`src/design/bir_pkg.sv`:
```
package bir_pkg;

    // default sizes of the frame store and the step format
    localparam int DEF_MAX_WIDTH  = 256;
    localparam int DEF_MAX_HEIGHT = 256;
    localparam int DEF_FRAC_BITS  = 16;

    // field widths
    localparam int SAMPLE_W = 8;
    localparam int PIXEL_W  = 3 * SAMPLE_W;
    localparam int SIZE_W   = 9;
    localparam int STEP_W   = 24;
    localparam int CFG_IDX_W = 2;
    localparam int CFG_DATA_W = 24;
    // product of an 8-bit coordinate and a step
    localparam int POS_W    = 8 + STEP_W;
    // integer part of a source position, wide enough for the smallest fraction
    localparam int COORD_W  = POS_W - 8;
    // signed neighbour coordinate with room for the -1 and +2 offsets
    localparam int EXT_W    = COORD_W + 3;
    localparam int T_W      = 16;

    // kernel datapath widths
    localparam int P_W      = 18;
    localparam int A_W      = 24;
    localparam int H_W      = 48;
    localparam int MA_W     = 32;
    localparam int MB_W     = 28;
    localparam int PROD_W   = MA_W + MB_W;
    localparam int U_W      = 25;
    localparam int Q_W      = 26;

    // floor division by three through a reciprocal, after a bias that keeps it positive
    localparam int RECIP_SHIFT = 27;
    localparam int RECIP3      = ((1 << RECIP_SHIFT) + 2) / 3;
    localparam int DIV_BIAS    = 3 * (1 << 22);
    localparam int BIAS_DIV3   = 1 << 22;

    // queue between front and back
    localparam int Q_DEPTH  = 2;
    localparam int Q_PTR_W  = 1;
    localparam int Q_CNT_W  = 2;

    typedef enum logic [CFG_IDX_W-1:0] {
        CFG_SRC_WIDTH  = 2'd0,
        CFG_SRC_HEIGHT = 2'd1,
        CFG_STEP_X     = 2'd2,
        CFG_STEP_Y     = 2'd3
    } cfg_idx_t;

    typedef enum logic {
        OP_WRITE   = 1'b0,
        OP_REQUEST = 1'b1
    } op_kind_t;

    typedef enum logic [1:0] {
        ST_IDLE,
        ST_FETCH,
        ST_CALC,
        ST_DONE
    } back_state_t;

    // one classified beat on its way to the back end
    typedef struct packed {
        op_kind_t                kind;
        logic [SAMPLE_W-1:0]     row;
        logic [SAMPLE_W-1:0]     col;
        logic [PIXEL_W-1:0]      pixel;
        logic [COORD_W-1:0]      x;
        logic [COORD_W-1:0]      y;
        logic [T_W-1:0]          tx;
        logic [T_W-1:0]          ty;
    } op_t;

    // image size seen by the back end
    typedef struct packed {
        logic [SIZE_W-1:0] img_cols;
        logic [SIZE_W-1:0] img_rows;
    } cfg_t;

endpackage

```
`src/design/bir_queue.sv`:
```
module bir_queue
    import bir_pkg::*;
(
    input  logic clk,
    input  logic rst_n,
    input  logic push,
    input  op_t  push_op,
    input  logic pop,
    output op_t  head,
    output logic full,
    output logic empty
);

    op_t                entry_reg [Q_DEPTH];
    logic [Q_PTR_W-1:0] wr_ptr_reg;
    logic [Q_PTR_W-1:0] rd_ptr_reg;
    logic [Q_CNT_W-1:0] count_reg;

    assign full  = (count_reg == Q_CNT_W'(Q_DEPTH));
    assign empty = (count_reg == '0);
    assign head  = entry_reg[rd_ptr_reg];

    // pointers and fill level
    always_ff @(posedge clk or negedge rst_n)
    begin
        if (!rst_n)
        begin
            wr_ptr_reg <= '0;
            rd_ptr_reg <= '0;
            count_reg  <= '0;
        end
        else
        begin
            if (push)
            begin
                wr_ptr_reg <= wr_ptr_reg + 1'b1;
            end
            if (pop)
            begin
                rd_ptr_reg <= rd_ptr_reg + 1'b1;
            end
            if (push && !pop)
            begin
                count_reg <= count_reg + 1'b1;
            end
            else if (pop && !push)
            begin
                count_reg <= count_reg - 1'b1;
            end
        end
    end

    // entry storage
    always_ff @(posedge clk)
    begin
        if (push)
        begin
            entry_reg[wr_ptr_reg] <= push_op;
        end
    end

endmodule

```
`config.mk`:
```
export PLATFORM = sky130hd
export DESIGN_NAME = bir_queue
export DESIGN_NICKNAME = d
export VERILOG_FILES = /design/src/design/bir_pkg.sv /design/src/design/bir_queue.sv
export SDC_FILE = /design/constraint.sdc
export NUM_CORES = 1
export LEC_CHECK = 0
export BUFFER_PORTS_ARGS = -buffer_cell sky130_fd_sc_hd__buf_2
export CORE_UTILIZATION = 46
export DETAILED_ROUTE_END_ITERATION = 16
export PLACE_DENSITY = 0.71
export SYNTH_ARGS = -nofsm -noshare
export SYNTH_HDL_FRONTEND = slang
export SYNTH_SLANG_ARGS = --single-unit
```
`constraint.sdc`:
```
create_clock -name clk -period 12.8 [get_ports clk]
set_input_delay 2.56 -clock clk [delete_from_list [all_inputs] [get_ports clk]]
set_output_delay 2.56 -clock clk [all_outputs]
set_load 0.01 [all_outputs]
```
==> impl_metrics.toml <==
[status]
status = "finished, final reports clean"

[detailed_routing]
routed_wl_um = 17000
vias = 4545
drc_errors = 0
drt_iter0_markers = 188
postRouteAntennaNets = 0
routedWlPerCell_um = 18.0
vias_per_cell = 4.82
first_pass_iters = 4

[global_route]
overflow = 0
grt_max_degree = 79
track_usage = 0.160
grt_pass1_vias = 4864
antenna_found_initial = 1
grt_pass1_wl_um = 25100

[clock_tree]
cts_made_buffers = 26
insertion_delay_ps = 520
clk_pin_slew_ps = 60
cts_resized = 0
cts_hold_buf = 0
cts_root_buffer = "clkbuf_16"
clockBufferDepth = 3
cts_tree = "built"
clock-sinks = 246
postCtsSetupRepairBufs = 0
cts_max_level = 1

[synth]
synth_area_um2 = 9250
synth_cell_types = 14
yosysTopAreaCellShare = 0.785
yosysWarnings = 0
synth_ff_type = "edfxtp_1"
synthTopCellsByCount = "242 x edfxtp_1, 80 x mux2_4, 41 x mux2_2"
synth_nets = 519
synth_area_leader_cell = "edfxtp_1"
ys_ff_latch = 246
synthTopCellsByArea = "edfxtp_1 79%, mux2_4 13%, mux2_2 5.0%"
synth.most_common_cell = "edfxtp_1"
async_reset_ff_frac = 0.0163
synthCells = 393
synth_edf_count = 242
syn_area_per_cell_um2 = 23.5
ys_seq_area_frac = 0.796

[setup_path]
end_kind = "output port"
path_max_fanout = 67
crit_chain = "buf_4, mux2_4, buf_2"
critPathKind = "reg -> out"
cp_top_family = "flip-flops"
cp.depth = 3
reg2reg_setup_slack_ps = 10460
start_kind = "register"
crit_buf_inv = 2
cp.arrival_ps = 3150
cp-startpoint = "rd_ptr_reg"
cp_slowest_cell = "dfrtp_4"
rr_endpoint = "entry_reg[1][24]"
rr_worst_depth = 2
max_stage_delay_ps = 1100
required_ps = 10240
r2r_start = "wr_ptr_reg"
crit_end = "head[83]"

[worst_hold_path]
worst_hold_path_type = "reg -> reg"

[timing]
tightest_slew_ps = 1060
drv_slew = 0
slew_headroom = 0.295
finalSetupTns_ps = 0
timing.final.hold_violations = 0
skew_ps = 14.7
period_share = 0.446
min_period_ps = 5710
max_freq_ghz = 0.175
setup_violations = 0
rsz0062_at_grt = "false"
fin_ws_ps = 7090

[run]
maxCapViolCount = 0

[pwr]
p_per_area_nw_per_um2 = 229
ir_drop_v = 0.000155
leakage_nw = 4.64

[layout]
nets = 784
largest_reg_flops = 242
layout-drive-gt1-share = 0.615
area_delta_synth_final_pct = 26.1
diodes = 0

[placement]
preCtsSetupSlack_ps = 7630
dp_hpwl_um = 11200
gp_congestion = 0.697
portBuffers = 247

[floorplanning]
start_util = 0.472
dieHeight_um = 144
num_io_pins = 248
core.rowCount = 51
die_area_um2 = 20700
core_area_um2 = 19600
fp.dieW_um = 144
kinds of logic after synthesis:
kind of cell               synth area share
and+or+nand+nor                     0.00284
muxes                                 0.180
DFF                                   0.796
buffers and inverters                0.0151
xor gates and xnor gates            0.00473
adders and majority gates           0.00135
cell usage in the layout, fill, tap and decap left out, types with 2 or more instances in the layout:
cell type    n
buf_2      247
buf_4        4
bufinv_16    5
clkbuf_1     5
clkbuf_16   26
clkbuf_8     6
clkinv_2     4
dfrtp_1      3
edfxtp_1   242
mux2_2      41
mux2_4      80
nor2_1       2
xor2_1       4
cell type report:
cell class / instances / area (µm²)
clock buffers: 37 / 752
clock inverters: 11 / 190
fillers: 1464 / 7920
inverters: 1 / 3.75
multi-input cells: 132 / 1760
flip-flops and latches: 246 / 7370
well taps: 265 / 332
repair buffers: 251 / 1270
stage by stage:
step | hold slack (ps) | util | instances | power (mW) | area [µm²]
floorplan | 455 | - | 393 | 1.69 | 9250
global placement | 479 | 0.548 | 895 | 1.88 | 10700
global route | 541 | 0.596 | 943 | 2.80 | 11700
CTS | 518 | 0.596 | 943 | 2.71 | 11700
finish | 539 | 0.596 | 943 | 2.68 | 11700
detailed placement | 500 | 0.548 | 895 | 1.91 | 10700
per-layer routing:
layer	global-route usage	part of all wire	vias up
met1	0.190	0.40	2229
met2	0.279	0.49	191
li1	-	-	2095
met4	0.0487	0.016	2
met5	0	0.00071	-
met3	0.0487	0.089	28
worst min-delay path by stage:
stage	startpoint	to	slack [ps]	depth (start not counted)
6_report	count_reg[1]	count_reg[1]	540	1
5_1_grt	count_reg[1]	count_reg[1]	540	1
4_1_cts	count_reg[1]	count_reg[1]	520	1
3_5_place_dp	count_reg[1]	count_reg[1]	500	1
3_3_place_gp	count_reg[1]	count_reg[1]	480	1
2_1_floorplan	wr_ptr_reg	wr_ptr_reg	460	1
power by group:
group / switching (mW) / internal [mW]
Sequential: 0.0875 / 1.07
Combinational: 0.339 / 0.378
Clock: 0.292 / 0.509
No activity file was read; power rests on OpenSTA's default activity.
