===== src/design/bir_pkg.sv =====
package bir_pkg;

    // default sizes of the frame store and the step format
    localparam int DEF_MAX_WIDTH  = 256;
    localparam int DEF_MAX_HEIGHT = 256;
    localparam int DEF_FRAC_BITS  = 16;

    // field widths
    localparam int SAMPLE_W = 8;
    localparam int PIXEL_W  = 3 * SAMPLE_W;
    localparam int SIZE_W   = 9;
    localparam int STEP_W   = 24;
    localparam int CFG_IDX_W = 2;
    localparam int CFG_DATA_W = 24;
    // product of an 8-bit coordinate and a step
    localparam int POS_W    = 8 + STEP_W;
    // integer part of a source position, wide enough for the smallest fraction
    localparam int COORD_W  = POS_W - 8;
    // signed neighbour coordinate with room for the -1 and +2 offsets
    localparam int EXT_W    = COORD_W + 3;
    localparam int T_W      = 16;

    // kernel datapath widths
    localparam int P_W      = 18;
    localparam int A_W      = 24;
    localparam int H_W      = 48;
    localparam int MA_W     = 32;
    localparam int MB_W     = 28;
    localparam int PROD_W   = MA_W + MB_W;
    localparam int U_W      = 25;
    localparam int Q_W      = 26;

    // floor division by three through a reciprocal, after a bias that keeps it positive
    localparam int RECIP_SHIFT = 27;
    localparam int RECIP3      = ((1 << RECIP_SHIFT) + 2) / 3;
    localparam int DIV_BIAS    = 3 * (1 << 22);
    localparam int BIAS_DIV3   = 1 << 22;

    // queue between front and back
    localparam int Q_DEPTH  = 2;
    localparam int Q_PTR_W  = 1;
    localparam int Q_CNT_W  = 2;

    typedef enum logic [CFG_IDX_W-1:0] {
        CFG_SRC_WIDTH  = 2'd0,
        CFG_SRC_HEIGHT = 2'd1,
        CFG_STEP_X     = 2'd2,
        CFG_STEP_Y     = 2'd3
    } cfg_idx_t;

    typedef enum logic {
        OP_WRITE   = 1'b0,
        OP_REQUEST = 1'b1
    } op_kind_t;

    typedef enum logic [1:0] {
        ST_IDLE,
        ST_FETCH,
        ST_CALC,
        ST_DONE
    } back_state_t;

    // one classified beat on its way to the back end
    typedef struct packed {
        op_kind_t                kind;
        logic [SAMPLE_W-1:0]     row;
        logic [SAMPLE_W-1:0]     col;
        logic [PIXEL_W-1:0]      pixel;
        logic [COORD_W-1:0]      x;
        logic [COORD_W-1:0]      y;
        logic [T_W-1:0]          tx;
        logic [T_W-1:0]          ty;
    } op_t;

    // image size seen by the back end
    typedef struct packed {
        logic [SIZE_W-1:0] img_cols;
        logic [SIZE_W-1:0] img_rows;
    } cfg_t;

endpackage


===== src/design/bir_front.sv =====
module bir_front
    import bir_pkg::*;
#(
    parameter int MAX_WIDTH  = DEF_MAX_WIDTH,
    parameter int MAX_HEIGHT = DEF_MAX_HEIGHT,
    parameter int FRAC_BITS  = DEF_FRAC_BITS
)
(
    input  logic                  clk,
    input  logic                  rst_n,
    input  logic                  s_tvalid,
    output logic                  s_tready,
    input  logic [39:0]           s_tdata,
    input  logic                  s_tuser,
    input  logic                  cfg_valid,
    output logic                  cfg_ready,
    input  logic [CFG_IDX_W-1:0]  cfg_index,
    input  logic [CFG_DATA_W-1:0] cfg_data,
    input  logic                  q_full,
    output logic                  push,
    output op_t                   push_op,
    output cfg_t                  cfg
);

    localparam int DOWN_SH = (FRAC_BITS >= T_W) ? FRAC_BITS - T_W : 0;
    localparam int UP_SH   = (FRAC_BITS < T_W) ? T_W - FRAC_BITS : 0;

    logic [SIZE_W-1:0] img_cols_reg;
    logic [SIZE_W-1:0] img_rows_reg;
    logic [STEP_W-1:0] step_x_reg;
    logic [STEP_W-1:0] step_y_reg;

    logic [SAMPLE_W-1:0]  row;
    logic [SAMPLE_W-1:0]  col;
    logic [POS_W-1:0]     px;
    logic [POS_W-1:0]     py;
    logic [FRAC_BITS-1:0] fx;
    logic [FRAC_BITS-1:0] fy;
    logic                 in_store;

    // configuration registers
    assign cfg_ready = 1'b1;

    always_ff @(posedge clk or negedge rst_n)
    begin
        if (!rst_n)
        begin
            img_cols_reg <= SIZE_W'(256);
            img_rows_reg <= SIZE_W'(256);
            step_x_reg   <= STEP_W'(131072);
            step_y_reg   <= STEP_W'(131072);
        end
        else if (cfg_valid)
        begin
            unique case (cfg_idx_t'(cfg_index))
                CFG_SRC_WIDTH:  img_cols_reg <= cfg_data[SIZE_W-1:0];
                CFG_SRC_HEIGHT: img_rows_reg <= cfg_data[SIZE_W-1:0];
                CFG_STEP_X:     step_x_reg   <= cfg_data[STEP_W-1:0];
                CFG_STEP_Y:     step_y_reg   <= cfg_data[STEP_W-1:0];
            endcase
        end
    end

    assign cfg.img_cols = img_cols_reg;
    assign cfg.img_rows = img_rows_reg;

    // source position of a request
    assign row = s_tdata[7:0];
    assign col = s_tdata[15:8];
    assign px  = POS_W'(col) * POS_W'(step_x_reg);
    assign py  = POS_W'(row) * POS_W'(step_y_reg);
    assign fx  = px[FRAC_BITS-1:0];
    assign fy  = py[FRAC_BITS-1:0];

    always_comb
    begin
        push_op.kind  = op_kind_t'(s_tuser);
        push_op.row   = row;
        push_op.col   = col;
        push_op.pixel = {s_tdata[23:16], s_tdata[31:24], s_tdata[39:32]};
        push_op.x     = COORD_W'(px >> FRAC_BITS);
        push_op.y     = COORD_W'(py >> FRAC_BITS);
        if (FRAC_BITS >= T_W)
        begin
            push_op.tx = T_W'(fx >> DOWN_SH);
            push_op.ty = T_W'(fy >> DOWN_SH);
        end
        else
        begin
            push_op.tx = T_W'(POS_W'(fx) << UP_SH);
            push_op.ty = T_W'(POS_W'(fy) << UP_SH);
        end
    end

    // writes outside the store are dropped here
    assign in_store = (32'(row) < MAX_HEIGHT) && (32'(col) < MAX_WIDTH);
    assign s_tready = !q_full;
    assign push     = s_tvalid && s_tready && (s_tuser || in_store);

endmodule


===== config.mk =====
export PLATFORM = sky130hd
export DESIGN_NAME = bir_front
export DESIGN_NICKNAME = d
export VERILOG_FILES = /design/src/design/bir_pkg.sv /design/src/design/bir_front.sv
export SDC_FILE = /design/constraint.sdc
export NUM_CORES = 1
export LEC_CHECK = 0
export ABC_AREA = 1
export BUFFER_PORTS_ARGS = -buffer_cell sky130_fd_sc_hd__buf_4
export CAP_MARGIN = 20
export CORE_ASPECT_RATIO = 1.25
export CORE_MARGIN = 10
export CORE_UTILIZATION = 25
export CTS_CLUSTER_DIAMETER = 30
export DETAILED_ROUTE_END_ITERATION = 10
export GPL_ROUTABILITY_DRIVEN = 1
export PLACE_DENSITY = 0.51
export SKIP_CTS_REPAIR_TIMING = 1
export SYNTH_ARGS = -nofsm -noshare
export SYNTH_HDL_FRONTEND = slang
export SYNTH_SLANG_ARGS = --single-unit

===== constraint.sdc =====
create_clock -name clk -period 6.3 [get_ports clk]
set_input_delay 0.63 -clock clk [delete_from_list [all_inputs] [get_ports clk]]
set_output_delay 0.63 -clock clk [all_outputs]
set_load 0.01 [all_outputs]

==> summary.txt <==
Status
  • Outcome: completed

Synth
  • Avg Synthesized Cell Area: 6.69 sq um
  • Number of flops mapped to enable cells by yosys: 0
  • Main synth FF type: dfrtp_1
  • Yosys cell types: 25
  • YS warnings: 0
  • Commonest cells in the synthesized netlist: nand2_1, inv_1, fa_1
  • Yosys reg bits: 66
  • Top post-synthesis cells by area: fa_1, nand2_1, inv_1, dfrtp_1, ha_1
  • Sequential share of the synthesized area: 9.94%
  • Cell taking the most area after synthesis: fa_1
  • Gate count of the mapped netlist: 2,490
  • Top-count cell post-synth: nand2_1
  • Cell Area, Synth: 0.0167 sq mm
  • Ys async rst share: 100%
  • Share of the synthesized area in the top cell type: 31.7%

Cells and area
  • NumNets Final: 2,954
  • Synthesis-to-finish area growth: 10.4%
  • Layout cells sized above 1: 7.26%
  • Fillers: 7,401
  • Footprint of the multi-input gates: 0.0115 sq mm
  • Sequential standard cell area: 0.00166 sq mm

GRT
  • GRT Overall Usage: 12.3%
  • Met1 usage: 15.4%
  • Initial antenna violation count: 0
  • GR Overflow Total: 0
  • Vias in the first global route: 14,534
  • Pin count of the biggest net entering global routing: 67
  • M2 GR Usage: 22.4%
  • Routing usage on met3: 1.15%
  • First-pass GRT wire length: 77.7 mm
  • GR peak layer: met2

Worst setup path
  • Crit Reg-Reg Startpoint: step_x_reg[1]
  • CP top delay family: adder cells
  • CP endpoint kind: primary output
  • Buf+Inv Stages, Crit Path: 5
  • CP startpoint kind: flop
  • Crit path DAT: 4.83 ns
  • Critical-path cell list: nand2_1, fa_1, fa_1, inv_1, fa_1, inv_1, fa_1, inv_1, ha_1, nand2_1, inv_1, nand2_1, nand2_1, nand2_1, nand3b_1, nand2_1, nand2_1, nand2_1, nand2_1, buf_4
  • Slowest CP cell: dfrtp_1
  • Worst reg-to-reg setup slack: 5.27 ns
  • Worst Path Max Fanout: 9
  • WS Path Type: reg -> out
  • Worst reg2reg path depth: 2
  • Levels on crit path: 20
  • CP Data Required Time: 5.67 ns
  • RR Endpoint: step_x_reg[1]
  • Most common cell on crit path: nand2_1
  • Worst stage delay on the critical path: 0.75 ns

Pwr
  • Final Power: 10,600 uW
  • LEAKAGE: 0.0122 uW
  • VDD IR max: 0.767 mV
  • Pwr dens: 574 mW/mm^2

Timing
  • Fmax: 183 MHz
  • Final setup fails: 0
  • Setup TNS: 0 ns
  • Worst slew pin tran: 0.882 ns
  • Slew Viols, Final: 0
  • Final hold viol count: 0
  • Final period util: 86.6%
  • Setup Skew: 0 ns
  • RSZ-0062 raised after global routing: no
  • Minimum clock period after layout: 5.46 ns
  • Max-slew headroom: 41.2%

Floorplanning
  • Die height: 309 um
  • FP Rows: 105
  • Initial core utilization: 25.3%
  • Core Region: 0.0658 sq mm
  • Die width: 251 um
  • Die area: 0.0774 sq mm
  • Top-level I/O count: 214

Clock tree
  • CTS clk-pin slew, worst paths: 0.06 ns
  • CTS Buf Count: 9
  • Clock latency on the worst-skew pair: 0.33 ns
  • H-tree level count: 3
  • Clock sinks: 66
  • Root buf cell: clkbuf_16
  • Clk buf depth: 2
  • TritonCTS clock tree: yes

Drt
  • Total Routed Length: 47.4 mm
  • 1st-pass router iterations: 5
  • # DRC: 0
  • Post-DRT Antenna Nets: 0
  • Drt wl/cell: 14.0 um
  • Detailed Route Iter0 Violations: 674
  • Via count: 13,758
  • Via density: 4.08

Placement
  • GPL Wtd Cong: 0.870
  • Number of port buffers: 146
  • Dpl hpwl: 39.9 mm

Job
  • Max-cap violations: 0

Hold path
  • Hold Crit Class: in -> async
final cells by class:
cell class	count	area share, %
Multi-Input combinational cell	1538	62.3
Inverter	751	15.3
Sequential cell	66	9.01
Timing Repair Buffer	148	6.04
Tap cell	856	5.82
Clock buffer	11	1.32
Clock inverter	5	0.163
Antenna cell	1	0.0136
worst max path at each step:
stage | startpoint | to | slack, ns
6_report | step_x_reg[2] | push_op[69] | 0.84
5_1_grt | step_x_reg[9] | push_op[69] | 0.59
4_1_cts | step_x_reg[2] | push_op[69] | 0.85
3_5_place_dp | s_tdata[2] | push_op[46] | 0.97
3_3_place_gp | s_tdata[11] | push_op[69] | 0.97
2_1_floorplan | s_tdata[10] | push_op[58] | 1.52
cell families after synthesis:
kind of cell | after synthesis | synth area share, %
and+or+nand+nor | 1018 | 24.1
buffers and inverters | 901 | 21.6
adders and majority gates | 368 | 39.5
AOI/OAI and AO/OA | 106 | 3.26
DFF | 66 | 9.94
xor gates and xnor gates | 29 | 1.52
other | 2 | 0.0451
where the power goes:
group	switching [uW]	leakage, uW	internal [uW]
Sequential	194	0.000816	493
Combinational	5660	0.0113	3750
Clock	186	0.000131	275
Total	6040	0.0122	4520
worst register-to-register path: cells and delay by family (launching register included):
family             cells  cell delay, ns
and+or+nand+nor        1            0.10
AOI/OAI and AO/OA      1            0.09
DFF                    1            0.75
per-stage QoR:
stage | area [sq um] | setup WS, ns | util [%] | hold slack [ns] | cells
finish | 18400 | 0.842 | 27.9 | 0.398 | 3376
floorplan | 16700 | 1.52 | - | 0.334 | 2505
global route | 18400 | 0.588 | 27.9 | 0.477 | 3375
global placement | 18100 | 0.971 | 27.5 | 0.468 | 3359
CTS | 18400 | 0.848 | 27.9 | 0.448 | 3375
detailed placement | 18100 | 0.966 | 27.5 | 0.475 | 3359
per-layer routing:
layer  part of all wire [%]  vias to the layer above
li1                       -                     6947
met1                     45                     6514
met2                     49                      258
met3                    3.5                       39
met4                    2.1                        0
met5                      0                        -
layout by cell type, fill, tap and decap left out:
| cell | synthesis | layout |
|---|---|---|
| dfrtp_1 | 62 | 62 |
| o21bai_1 | 2 | 2 |
| dfstp_2 | 4 | 4 |
| diode_2 | 0 | 1 |
| clkbuf_8 | 0 | 1 |
| nand2_1 | 855 | 855 |
| clkbuf_1 | 86 | 1 |
| xor2_1 | 23 | 23 |
| and2_1 | 1 | 1 |
| nor2_1 | 69 | 69 |
| nand3_1 | 66 | 65 |
| clkinvlp_4 | 0 | 2 |
| conb_1 | 2 | 17 |
| nand4_1 | 9 | 9 |
| ha_1 | 104 | 104 |
| inv_1 | 751 | 751 |
| nor3_2 | 1 | 1 |
| fa_1 | 264 | 264 |
| xnor2_1 | 6 | 6 |
| nand3_2 | 7 | 8 |
| a21o_1 | 3 | 3 |
| a21oi_1 | 34 | 34 |
| clkbuf_16 | 0 | 9 |
| nand3b_1 | 3 | 3 |
| buf_4 | 58 | 148 |
| o21ai_0 | 67 | 67 |
| nor2_2 | 7 | 7 |
| clkinv_2 | 0 | 3 |
(Power assumes the default switching activity.)
